[src/rtl/qte_pkg.sv]
package qte_pkg;

   // Number of CORDIC vectoring steps per angle (8 to 24).
   localparam int CORDIC_STEPS = 16;
   localparam int STEP_W       = $clog2(CORDIC_STEPS + 1);

   // CORDIC datapath widths.
   localparam int VEC_W   = 40;
   localparam int ANGLE_W = 36;

   // Square root unit: radicand and root widths.
   localparam int RAD_W  = 58;
   localparam int ROOT_W = RAD_W / 2;

   // Pi in Q.32 radians.
   localparam logic signed [ANGLE_W-1:0] PI_Q32 = 36'sd13493037705;

   // Angle limits in Q3.12 radians.
   localparam logic [15:0] PI_Q12  = 16'd12868;
   localparam logic [15:0] HPI_Q12 = 16'd6434;

   // Stillness threshold after reset.
   localparam logic [15:0] STILL_RESET = 16'd3;

   // Sequencer states.
   typedef enum logic [3:0] {
      ST_IDLE,
      ST_MUL,
      ST_DRAIN,
      ST_SUM,
      ST_PSQ,
      ST_PCROOT,
      ST_ROLL,
      ST_PITCH,
      ST_YAW,
      ST_GRAV,
      ST_DONE
   } seq_state_type;

   // Arctangent of 2^-i in Q.32 radians.
   function automatic logic signed [ANGLE_W-1:0] atan_q32(input logic [4:0] i);
      logic signed [ANGLE_W-1:0] a;
      case (i)
         5'd0:    a = 36'sd3373259426;
         5'd1:    a = 36'sd1991351318;
         5'd2:    a = 36'sd1052175346;
         5'd3:    a = 36'sd534100635;
         5'd4:    a = 36'sd268086748;
         5'd5:    a = 36'sd134174063;
         5'd6:    a = 36'sd67103403;
         5'd7:    a = 36'sd33553749;
         5'd8:    a = 36'sd16777131;
         5'd9:    a = 36'sd8388597;
         5'd10:   a = 36'sd4194303;
         default: a = ANGLE_W'(36'sd1 <<< (6'd32 - {1'b0, i}));
      endcase
      return a;
   endfunction

endpackage

[src/rtl/qte_cordic.sv]
// CORDIC vectoring: angle of (x, y) in Q.32 radians, one rotation per cycle.
module qte_cordic (
   input  logic                               clock,
   input  logic                               reset,
   input  logic                               start,
   input  logic signed [qte_pkg::VEC_W-1:0]   y_in,
   input  logic signed [qte_pkg::VEC_W-1:0]   x_in,
   output logic                               done,
   output logic signed [qte_pkg::ANGLE_W-1:0] angle
);

   logic signed [qte_pkg::VEC_W-1:0]   x_ff, x_in_n;
   logic signed [qte_pkg::VEC_W-1:0]   y_ff, y_in_n;
   logic signed [qte_pkg::ANGLE_W-1:0] z_ff, z_in;
   logic [qte_pkg::STEP_W-1:0]         i_ff, i_in;
   logic                               run_ff, run_in;
   logic                               done_ff, done_in;
   logic signed [qte_pkg::VEC_W-1:0]   xs;
   logic signed [qte_pkg::VEC_W-1:0]   ys;
   logic signed [qte_pkg::ANGLE_W-1:0] step_angle;

   always_comb begin
      xs         = x_ff >>> i_ff;
      ys         = y_ff >>> i_ff;
      step_angle = qte_pkg::atan_q32(5'(i_ff));
      x_in_n     = x_ff;
      y_in_n     = y_ff;
      z_in       = z_ff;
      i_in       = i_ff;
      run_in     = run_ff;
      done_in    = 1'b0;
      if (start) begin
         // A zero vector has angle zero; a vector in the left half is first turned by pi.
         i_in = '0;
         if (x_in == '0 && y_in == '0) begin
            z_in    = '0;
            done_in = 1'b1;
         end else if (x_in < 0) begin
            x_in_n = -x_in;
            y_in_n = -y_in;
            z_in   = (y_in >= 0) ? qte_pkg::PI_Q32 : -qte_pkg::PI_Q32;
            run_in = 1'b1;
         end else begin
            x_in_n = x_in;
            y_in_n = y_in;
            z_in   = '0;
            run_in = 1'b1;
         end
      end else if (run_ff) begin
         // Rotate towards the x axis and accumulate the turned angle.
         if (y_ff >= 0) begin
            x_in_n = x_ff + ys;
            y_in_n = y_ff - xs;
            z_in   = z_ff + step_angle;
         end else begin
            x_in_n = x_ff - ys;
            y_in_n = y_ff + xs;
            z_in   = z_ff - step_angle;
         end
         i_in = i_ff + 1'b1;
         if (i_ff == qte_pkg::STEP_W'(qte_pkg::CORDIC_STEPS - 1)) begin
            run_in  = 1'b0;
            done_in = 1'b1;
         end
      end
   end

   always_ff @(posedge clock) begin
      if (reset) begin
         run_ff  <= 1'b0;
         done_ff <= 1'b0;
         i_ff    <= '0;
      end else begin
         run_ff  <= run_in;
         done_ff <= done_in;
         i_ff    <= i_in;
      end
      x_ff <= x_in_n;
      y_ff <= y_in_n;
      z_ff <= z_in;
   end

   assign done  = done_ff;
   assign angle = z_ff;

endmodule

[config.mk]
export PLATFORM = sky130hd
export DESIGN_NAME = qte_cordic
export DESIGN_NICKNAME = d
export VERILOG_FILES = /design/src/rtl/qte_pkg.sv /design/src/rtl/qte_cordic.sv
export SDC_FILE = /design/constraint.sdc
export NUM_CORES = 1
export LEC_CHECK = 0
export BUFFER_PORTS_ARGS = -buffer_cell sky130_fd_sc_hd__buf_4
export CAP_MARGIN = 20
export CORE_ASPECT_RATIO = 0.7
export CORE_UTILIZATION = 50
export DETAILED_ROUTE_END_ITERATION = 7
export PLACE_DENSITY = 0.69
export SLEW_MARGIN = 20
export SYNTH_ARGS = -nofsm -noshare
export SYNTH_HDL_FRONTEND = slang
export SYNTH_SLANG_ARGS = --single-unit
[constraint.sdc]
create_clock -name clock -period 13.5 [get_ports clock]
set_clock_uncertainty 0.2 [all_clocks]
set_input_delay 0 -clock clock [delete_from_list [all_inputs] [get_ports clock]]
set_output_delay 0 -clock clock [all_outputs]
set_load 0.02 [all_outputs]
==> metrics <==
max-cap viol count 0; # fillers 4,018; Worst VDD drop 0.000237 V; Initial Util 51.0%; synthesized area per cell 8.32 um^2; Seq/Total Area, Yosys 16.2%; final worst slack 4.82 ns; antenna-violating nets left 0; crit path time final 8.68 ns; static leakage 9.52 nW; CP startpoint kind register; Final Core Density 57.5%; initial antenna violation count 3; Post-Layout Cell Count 3,424; Worst Setup End Kind register; RD Place Congestion 1.05; Setup Crit Path Kind reg -> reg; Post-Route Setup TNS 0 ns; Max Transition Viols Final 0; Detailed Place HPWL 70,300 um; fin nets 3,028; worst relative slew slack 26.5%; clk sink count 123; Async SR Flop Fraction 0%; number of instances in the synthesized netlist 2,690; Synth Net Count 2,901; Total GRT Usage 40.9%; synthesis-stage register bit count 123; Die Span Y 179 um; die area 45,600 um^2; first-pass GRT wire length 139,000 um; largest net degree at the start of global routing 84; Via Count 23,900; clk buf depth 2; row count 64; H-tree depth 4; number of top-level pins 120; Final Power 7.80 mW; vias in the first global route 21,900; RSZ-0062 raised after global routing false; final wirelength 94,100 um; DRC errors left 0; wire length per cell 27.5 um; Synth cell types 104; Most used DFF post-synth edfxtp_1; Fin Hold WS 0.0353 ns; vias per inst 6.98; Worst-path clk slew 0.07 ns; Area Overhead vs Synth 12.9%; Place WS 5.15 ns; placed insts 3,267; Cell Pwr Density 309 nW/um^2; Yosys warning total 0; final worst path period share 64.3%; post-CTS sizing 0; Finished Cell Area 25,200 um^2; crit-path max FO 52; width of the die 255 um; status finished clean; Starting DRT DRC Count 3,203; Final setup viols 0; Worst-Margin Slew 1.10 ns; hold violation total from the final report 0; Min-Delay Path Class in -> reg; CP required 13.60 ns; Post-synth EDFFs 116; # diodes 0; port bufs 119; DRT Pass-1 Iters 6; Peak Freq 115 MHz; worst path arrival time 8.78 ns; dpl cell area 23,400 um^2; CTS root buf clkbuf_16; Clk Latency, worst-skew pair 0.48 ns; CTS buffer count 17; CTS tree yes; layout cells sized above 1 14.0%; Post-Synthesis Cell Area 22,400 um^2; CORE AREA 43,900 um^2; grt ovf 0
## placed cells by master, fill, tap and decap left out, types with 41 or more instances in the layout
cell / netlist / layout
nand2_1: 249 / 249
o21ai_0: 206 / 206
a21oi_1: 191 / 191
nor2_1: 182 / 182
xnor2_1: 175 / 175
buf_4: 14 / 154
ha_1: 125 / 125
dlygate4sd3_1: 0 / 125
edfxtp_1: 116 / 116
mux2i_1: 101 / 101
mux4_2: 97 / 97
xor2_1: 92 / 92
a21o_1: 78 / 78
nand3_1: 68 / 68
o31ai_1: 64 / 64
inv_1: 55 / 55
nor3_1: 53 / 53
mux2_2: 53 / 53
nand2b_1: 41 / 41
## worst max-delay path, stage by stage, from the launching register on
cell	delay (ns)
dfxtp_4	0.78
buf_4	0.67
ha_1	0.26
buf_4	0.27
nand3b_1	0.11
a21oi_1	0.51
or4_1	0.37
nor3_1	0.17
a21oi_1	0.27
ha_1	0.26
nand3_1	0.14
or4_1	0.57
nor2_1	0.19
nand2_1	0.27
o21ai_0	0.28
xor2_1	0.11
ha_1	0.41
nand2_1	0.07
or3_1	0.38
a211oi_1	0.43
o21ai_0	0.31
a31oi_1	0.49
o41ai_1	0.21
o21a_1	0.23
or4_1	0.39
o211ai_1	0.10
## cell type report
cell class | instances | area (um^2) | share of cell area, %
clock inverters | 13 | 144 | 0.570
inverters | 60 | 225 | 0.892
clock buffers | 19 | 433 | 1.71
flip-flops and latches | 123 | 3640 | 14.4
multi-input cells | 2336 | 17700 | 69.9
well taps | 594 | 743 | 2.94
repair buffers | 279 | 2410 | 9.54
## final timing paths
kind	to	cells past startpoint	slack, ns	start
setup reg to reg	angle[35]$_DFFE_PP_	25	4.82	i_ff[0]$_SDFFE_PP0P_
setup / recovery	angle[35]$_DFFE_PP_	25	4.82	i_ff[0]$_SDFFE_PP0P_
hold / removal	y_ff[29]$_DFFE_PP_	5	0.04	x_in[39]
hold reg to reg	done$_SDFF_PP0_	2	0.48	run_ff$_SDFFE_PP0P_
## per-layer routing
layer | GRT usage [%] | routed length [um] | up-vias
met5 | 0 | 0 | -
met2 | 54.6 | 36800 | 1533
met3 | 16.7 | 13700 | 129
li1 | - | - | 10600
met1 | 59.6 | 41900 | 11600
met4 | 9.76 | 1710 | 0
## cells in the mapped netlist (28+ instances only)
master / count / area (um^2)
nand2_1: 249 / 935
o21ai_0: 206 / 1030
a21oi_1: 191 / 956
nor2_1: 182 / 683
xnor2_1: 175 / 1530
ha_1: 125 / 1560
edfxtp_1: 116 / 3480
mux2i_1: 101 / 1010
mux4_2: 97 / 2180
xor2_1: 92 / 806
clkbuf_1: 86 / 323
a21o_1: 78 / 586
nand3_1: 68 / 340
o31ai_1: 64 / 480
inv_1: 55 / 206
mux2_2: 53 / 597
nor3_1: 53 / 265
nand2b_1: 41 / 257
buf_2: 34 / 170
o21a_1: 29 / 218
or3_1: 29 / 181
o22ai_1: 28 / 175
## state kept, by name (all words and copies together), names as in the netlist
| register | flops |
|---|---|
| angle | 36 |
| done | 1 |
| i_ff | 5 |
| run_ff | 1 |
| x_ff | 40 |
| y_ff | 40 |
## logic make-up (layout without fill, tap and decap cells)
kind of cell,after synthesis,in the layout,share of synthesized area [%]
AO/OA/AOI/OAI,886,886,26.3
buffers and inverters,231,371,4.96
adder cells (fa/ha/maj),128,128,7.26
flip-flops,123,123,16.2
XOR/XNOR,267,267,10.5
AND/OR/NAND/NOR,804,804,17.9
multiplexers,251,251,17.0
## repair_timing
action                    4_1_cts  5_1_grt
hold endpoints to repair       88        0
setup buffers                   0        0
hold buffers                  125        0
## report_power, final
part | switching [mW] | leakage [nW] | internal (mW)
registers | 0.421 | 1.24 | 0.745
clock network | 0.213 | 0.270 | 0.273
logic | 3.57 | 8.01 | 2.57
No activity file was read; power rests on OpenSTA's default activity.
