### config.mk
export PLATFORM = sky130hd
export DESIGN_NAME = qte_isqrt
export DESIGN_NICKNAME = d
export VERILOG_FILES = /design/src/rtl/qte_pkg.sv /design/src/rtl/qte_isqrt.sv
export SDC_FILE = /design/constraint.sdc
export NUM_CORES = 1
export LEC_CHECK = 0
export ABC_AREA = 1
export BUFFER_PORTS_ARGS = -buffer_cell sky130_fd_sc_hd__buf_4
export CAP_MARGIN = 10
export CORE_UTILIZATION = 40
export DETAILED_ROUTE_END_ITERATION = 16
export GPL_ROUTABILITY_DRIVEN = 0
export PLACE_DENSITY = 0.66
export SETUP_SLACK_MARGIN = 0.1
export SYNTH_ARGS = -nofsm -noshare
export SYNTH_HDL_FRONTEND = slang
export SYNTH_SLANG_ARGS = --single-unit
### constraint.sdc
create_clock -name clock -period 4.6 [get_ports clock]
set_input_delay 0.92 -clock clock [delete_from_list [all_inputs] [get_ports clock]]
set_output_delay 0.92 -clock clock [all_outputs]
set_load 0.01 [all_outputs]
### src/rtl/qte_pkg.sv
package qte_pkg;

   // Number of CORDIC vectoring steps per angle (8 to 24).
   localparam int CORDIC_STEPS = 16;
   localparam int STEP_W       = $clog2(CORDIC_STEPS + 1);

   // CORDIC datapath widths.
   localparam int VEC_W   = 40;
   localparam int ANGLE_W = 36;

   // Square root unit: radicand and root widths.
   localparam int RAD_W  = 58;
   localparam int ROOT_W = RAD_W / 2;

   // Pi in Q.32 radians.
   localparam logic signed [ANGLE_W-1:0] PI_Q32 = 36'sd13493037705;

   // Angle limits in Q3.12 radians.
   localparam logic [15:0] PI_Q12  = 16'd12868;
   localparam logic [15:0] HPI_Q12 = 16'd6434;

   // Stillness threshold after reset.
   localparam logic [15:0] STILL_RESET = 16'd3;

   // Sequencer states.
   typedef enum logic [3:0] {
      ST_IDLE,
      ST_MUL,
      ST_DRAIN,
      ST_SUM,
      ST_PSQ,
      ST_PCROOT,
      ST_ROLL,
      ST_PITCH,
      ST_YAW,
      ST_GRAV,
      ST_DONE
   } seq_state_type;

   // Arctangent of 2^-i in Q.32 radians.
   function automatic logic signed [ANGLE_W-1:0] atan_q32(input logic [4:0] i);
      logic signed [ANGLE_W-1:0] a;
      case (i)
         5'd0:    a = 36'sd3373259426;
         5'd1:    a = 36'sd1991351318;
         5'd2:    a = 36'sd1052175346;
         5'd3:    a = 36'sd534100635;
         5'd4:    a = 36'sd268086748;
         5'd5:    a = 36'sd134174063;
         5'd6:    a = 36'sd67103403;
         5'd7:    a = 36'sd33553749;
         5'd8:    a = 36'sd16777131;
         5'd9:    a = 36'sd8388597;
         5'd10:   a = 36'sd4194303;
         default: a = ANGLE_W'(36'sd1 <<< (6'd32 - {1'b0, i}));
      endcase
      return a;
   endfunction

endpackage

### src/rtl/qte_isqrt.sv
// Floor square root, one result bit per cycle, with the remainder n - r*r.
module qte_isqrt (
   input  logic                      clock,
   input  logic                      reset,
   input  logic                      start,
   input  logic [qte_pkg::RAD_W-1:0] radicand,
   output logic                      done,
   output logic [qte_pkg::ROOT_W-1:0] root,
   output logic [qte_pkg::ROOT_W+1:0] remainder
);

   localparam int REM_W = qte_pkg::ROOT_W + 3;
   localparam int CNT_W = $clog2(qte_pkg::ROOT_W + 1);

   logic [qte_pkg::RAD_W-1:0]  rad_ff, rad_in;
   logic [REM_W-1:0]           rem_ff, rem_in;
   logic [qte_pkg::ROOT_W-1:0] root_ff, root_in;
   logic [CNT_W-1:0]           cnt_ff, cnt_in;
   logic                       run_ff, run_in;
   logic                       done_ff, done_in;
   logic [REM_W-1:0]           rem_shift;
   logic [REM_W-1:0]           trial;

   // One digit step: bring down two radicand bits and try the next root bit.
   always_comb begin
      rem_shift = {rem_ff[REM_W-3:0], rad_ff[qte_pkg::RAD_W-1 -: 2]};
      trial     = {1'b0, root_ff, 2'b01};
      rad_in    = rad_ff;
      rem_in    = rem_ff;
      root_in   = root_ff;
      cnt_in    = cnt_ff;
      run_in    = run_ff;
      done_in   = 1'b0;
      if (start) begin
         rad_in  = radicand;
         rem_in  = '0;
         root_in = '0;
         cnt_in  = '0;
         run_in  = 1'b1;
      end else if (run_ff) begin
         rad_in = {rad_ff[qte_pkg::RAD_W-3:0], 2'b00};
         if (rem_shift >= trial) begin
            rem_in  = rem_shift - trial;
            root_in = {root_ff[qte_pkg::ROOT_W-2:0], 1'b1};
         end else begin
            rem_in  = rem_shift;
            root_in = {root_ff[qte_pkg::ROOT_W-2:0], 1'b0};
         end
         cnt_in = cnt_ff + 1'b1;
         if (cnt_ff == CNT_W'(qte_pkg::ROOT_W - 1)) begin
            run_in  = 1'b0;
            done_in = 1'b1;
         end
      end
   end

   always_ff @(posedge clock) begin
      if (reset) begin
         run_ff  <= 1'b0;
         done_ff <= 1'b0;
         cnt_ff  <= '0;
      end else begin
         run_ff  <= run_in;
         done_ff <= done_in;
         cnt_ff  <= cnt_in;
      end
      rad_ff  <= rad_in;
      rem_ff  <= rem_in;
      root_ff <= root_in;
   end

   assign done      = done_ff;
   assign root      = root_ff;
   assign remainder = rem_ff[qte_pkg::ROOT_W+1:0];

endmodule

==> metrics.md <==
| Metric | Value |
|---|---|
| Status | `complete, but fails checks` |
| Failing checks | `design-rule violations` |
| Slew Viols, Final | `0` |
| Max-slew headroom | `~43%` |
| Ys async rst share | `0%` |
| Final count of negative-setup-slack endpoints | `0` |
| Hold Path Class | `reg2reg` |
| DR vias | `roughly 6900` |
| Final Skew | `between 8 and 9 ps` |
| Final Hold Fails | `0` |
| Fillers | `~1800` |
| Starting Density | `41.39%` |
| Hold-fix buffers, CTS | `0` |
| Tcrit/Tclk final | `approximately 58%` |
| Initial antenna violation count | `0` |
| Critical-path maximum fanout | `62` |
| Worst VDD drop | `about 380 uV` |
| RR Startpoint | `root[9]` |
| EDFF count, synth | `58` |
| Final min period | `between 2000 and 3000 ps` |
| Buffers added on ports | `121` |
| Share of layout cells above drive strength 1 | `approximately 15%` |
| Syn Inst Count | `between 1000 and 1500` |
| Vias/cell | `approximately 4.7` |
| CTS tree | `built` |
| Io pins | `between 100 and 150` |
| Die ar. | `between 0.015 and 0.02 mm^2` |
| Average footprint of a synthesized cell | `6.820 um^2` |
| Seq/Total Area, Yosys | `between 40% and 50%` |
| M1 WL | `around 9000 um` |
| Core area | `around 0.018 mm^2` |
| # diodes | `0` |
| Pre-antenna DRT Iters | `11` |
| Yosys reg bits | `approximately 130` |
| Vias in the first global route | `~6600` |
| H-tree Lvls | `4` |
| Req. time, crit path | `about 4800 ps` |
| Total gr overflow | `0` |
| Cell Area, Synth | `between 0.007 and 0.008 mm^2` |
| Setup TNS | `0 ps` |
| Max layer used | `met4` |
| DRT antenna net count | `0` |
| CTS sink cnt | `125` |
| Largest net degree at the start of global routing | `63` |
| Fmax | `~0.38 GHz` |
| RSZ-0062 raised after global routing | `no` |
| Yosys warnings | `0` |
| Clock Latency Late Sink | `around 430 ps` |
| Final Total Pwr | `between 0.006 and 0.007 W` |
| CTS resizes | `0` |
| CTS buffer count | `17` |
| PwrDens | `slightly below 700 mW/mm^2` |
| Met2 Routed Length | `~9000 um` |
| First-pass GRT wire length | `31910 um` |
| Worst Hold Launch | `rem_ff[30]` |
| Buffer count from post-CTS setup fixing | `0` |
| Crit path launch | `start` |
| Net Count, Synth | `around 1200` |
| Die W | `~140 um` |
| Rows | `49` |
| Die Y | `139.3 um` |
| Metal3 WL | `around 1200 um` |
| Leak Pwr | `4.942 nW` |
| 1st-iter DRT viols | `roughly 450` |
| Post-DP HPWL | `~14000 um` |
| WL/cell | `around 13 um` |
| Clk buf depth | `2` |
| Crit end category | `flop` |
| Maxcap violations | `0` |
| Distinct cell type count after synthesis | `37` |
| Remaining DRCs | `4` |
| Synth Flop Type | `dfxtp_1` |
| Total wire length | `19230 um` |
| Synthesis-to-finish area growth | `21.88%` |
| Setup Crit Path Kind | `in2reg` |
| Layout Nets | `around 1300` |
| Worst slew pin tran | `between 800 and 900 ps` |
| Startpoint types | `primary input` |
| GRT Overall Usage | `20.84%` |
| Clk pin slew, worst setup/hold paths | `around 50 ps` |
| CTS root buf | `clkbuf_16` |
| Worst Path Arrival | `2810 ps` |
[layout by cell type, fill, tap and decap left out, types with 2 or more instances in the layout]
cell type | synthesis | routed
nor2_1 | 40 | 38
xor2_1 | 12 | 12
a21oi_1 | 21 | 21
dfxtp_1 | 67 | 67
and3_1 | 2 | 2
inv_6 | 0 | 2
and2_1 | 7 | 7
nand2_2 | 6 | 6
inv_1 | 164 | 163
nand3b_1 | 5 | 5
a31oi_1 | 2 | 2
clkinv_4 | 0 | 4
nor2_2 | 6 | 8
clkbuf_16 | 0 | 17
nor3_1 | 5 | 5
clkbuf_8 | 0 | 2
inv_2 | 3 | 3
ha_1 | 33 | 33
o22ai_1 | 28 | 28
clkinvlp_4 | 0 | 2
clkinv_2 | 0 | 2
nand4_1 | 6 | 6
o21ai_1 | 2 | 2
a21oi_2 | 2 | 2
edfxtp_1 | 58 | 58
o21ai_0 | 6 | 6
nand3_1 | 66 | 66
buf_4 | 2 | 124
nand2_1 | 523 | 523
o21bai_1 | 2 | 2
[cell type report]
cell class | count | area (um^2) | area share [%]
multi-input cells | 782 | 3664 | 39.89
flip-flops and latches | 125 | 3083 | 33.56
repair buffers | 125 | 950.9 | 10.35
inverters | 167 | 628.1 | 6.838
clock buffers | 21 | 464.2 | 5.054
well taps | 229 | 286.5 | 3.119
clock inverters | 11 | 108.9 | 1.185
[critical path, cell delays in order]
cell      delay, ps
buf_4           300
nor2_2          150
buf_4           350
clkinv_2        610
buf_12          430
[flip-flops by register name, summed over array words and instances (netlist names)]
name    flops
done        1
cnt_ff      5
run_ff      1
rem_ff     31
root       29
rad_ff     58
[report_power, final]
| group | total [W] | leakage, nW | internal (W) | switching, W |
|---|---|---|---|---|
| clock | 0.00131 | 0.278 | 0.000782 | 0.000523 |
| sequential | 0.00142 | 1.14 | 0.00131 | 0.000104 |
| combinational | 0.00351 | 3.52 | 0.00120 | 0.00231 |
| total | 0.00623 | 4.94 | 0.00329 | 0.00294 |
[through the flow]
| step | setup slack, ps | hold slack, ps | instances | utilization [%] | area (um^2) |
|---|---|---|---|---|---|
| 2_1_floorplan | 1037 | 459.0 | 1105 | - | 7536 |
| 3_3_place_gp | 1556 | 446.2 | 1428 | 47.30 | 8612 |
| 3_5_place_dp | 1512 | 451.3 | 1428 | 47.30 | 8612 |
| 4_1_cts | 1954 | 459.5 | 1460 | 50.44 | 9185 |
| 5_1_grt | 1701 | 485.0 | 1460 | 50.44 | 9185 |
| 6_report | 1940 | 453.9 | 1460 | 50.44 | 9185 |
[synthesized netlist by cell type, types with 2 or more instances]
cell type  count  area (um^2)
a21oi_1       21        105.1
a21oi_2        2        17.52
a31oi_1        2        12.51
and2_1         7        43.79
and3_1         2        12.51
buf_1          3        11.26
buf_2          2        10.01
buf_4          2        15.01
buf_6          4        45.04
clkbuf_1      19        71.32
dfxtp_1       67         1341
edfxtp_1      58         1742
ha_1          33        412.9
inv_1        164        615.6
inv_2          3        11.26
nand2_1      523         1963
nand2_2        6        37.54
nand3_1       66        330.3
nand3b_1       5        37.54
nand4_1        6        37.54
nor2_1        40        150.1
nor2_2         6        37.54
nor3_1         5        25.02
o21ai_0        6        30.03
o21ai_1        2        10.01
o21bai_1       2        15.01
o22ai_1       28        175.2
xor2_1        12        105.1
[cell families (layout without fill, tap and decap cells)]
| kind of cell | Yosys count | in the layout | synth area share (%) |
|---|---|---|---|
| buf+inv | 198 | 324 | 10.54 |
| compound gates | 63 | 63 | 4.848 |
| flops | 125 | 125 | 40.91 |
| xor+xnor | 13 | 13 | 1.511 |
| simple gates | 673 | 673 | 36.71 |
| fa+ha+maj | 33 | 33 | 5.479 |
[worst paths after layout]
kind / end / slack [ps] / cells past startpoint
max: rad_ff[14] / 1940 / 5
min: rem_ff[30] / 450 / 2
max reg2reg: rem_ff[23] / 1980 / 14
min reg2reg: rem_ff[30] / 450 / 2
[layer usage]
metal / up-vias / GRT usage (%)
li1: 3670 / -
met1: 3043 / 26.98
met2: 190 / 33.93
met3: 28 / 5.334
met4: 0 / 6.608
met5: - / 0
(Power assumes the default switching activity.)
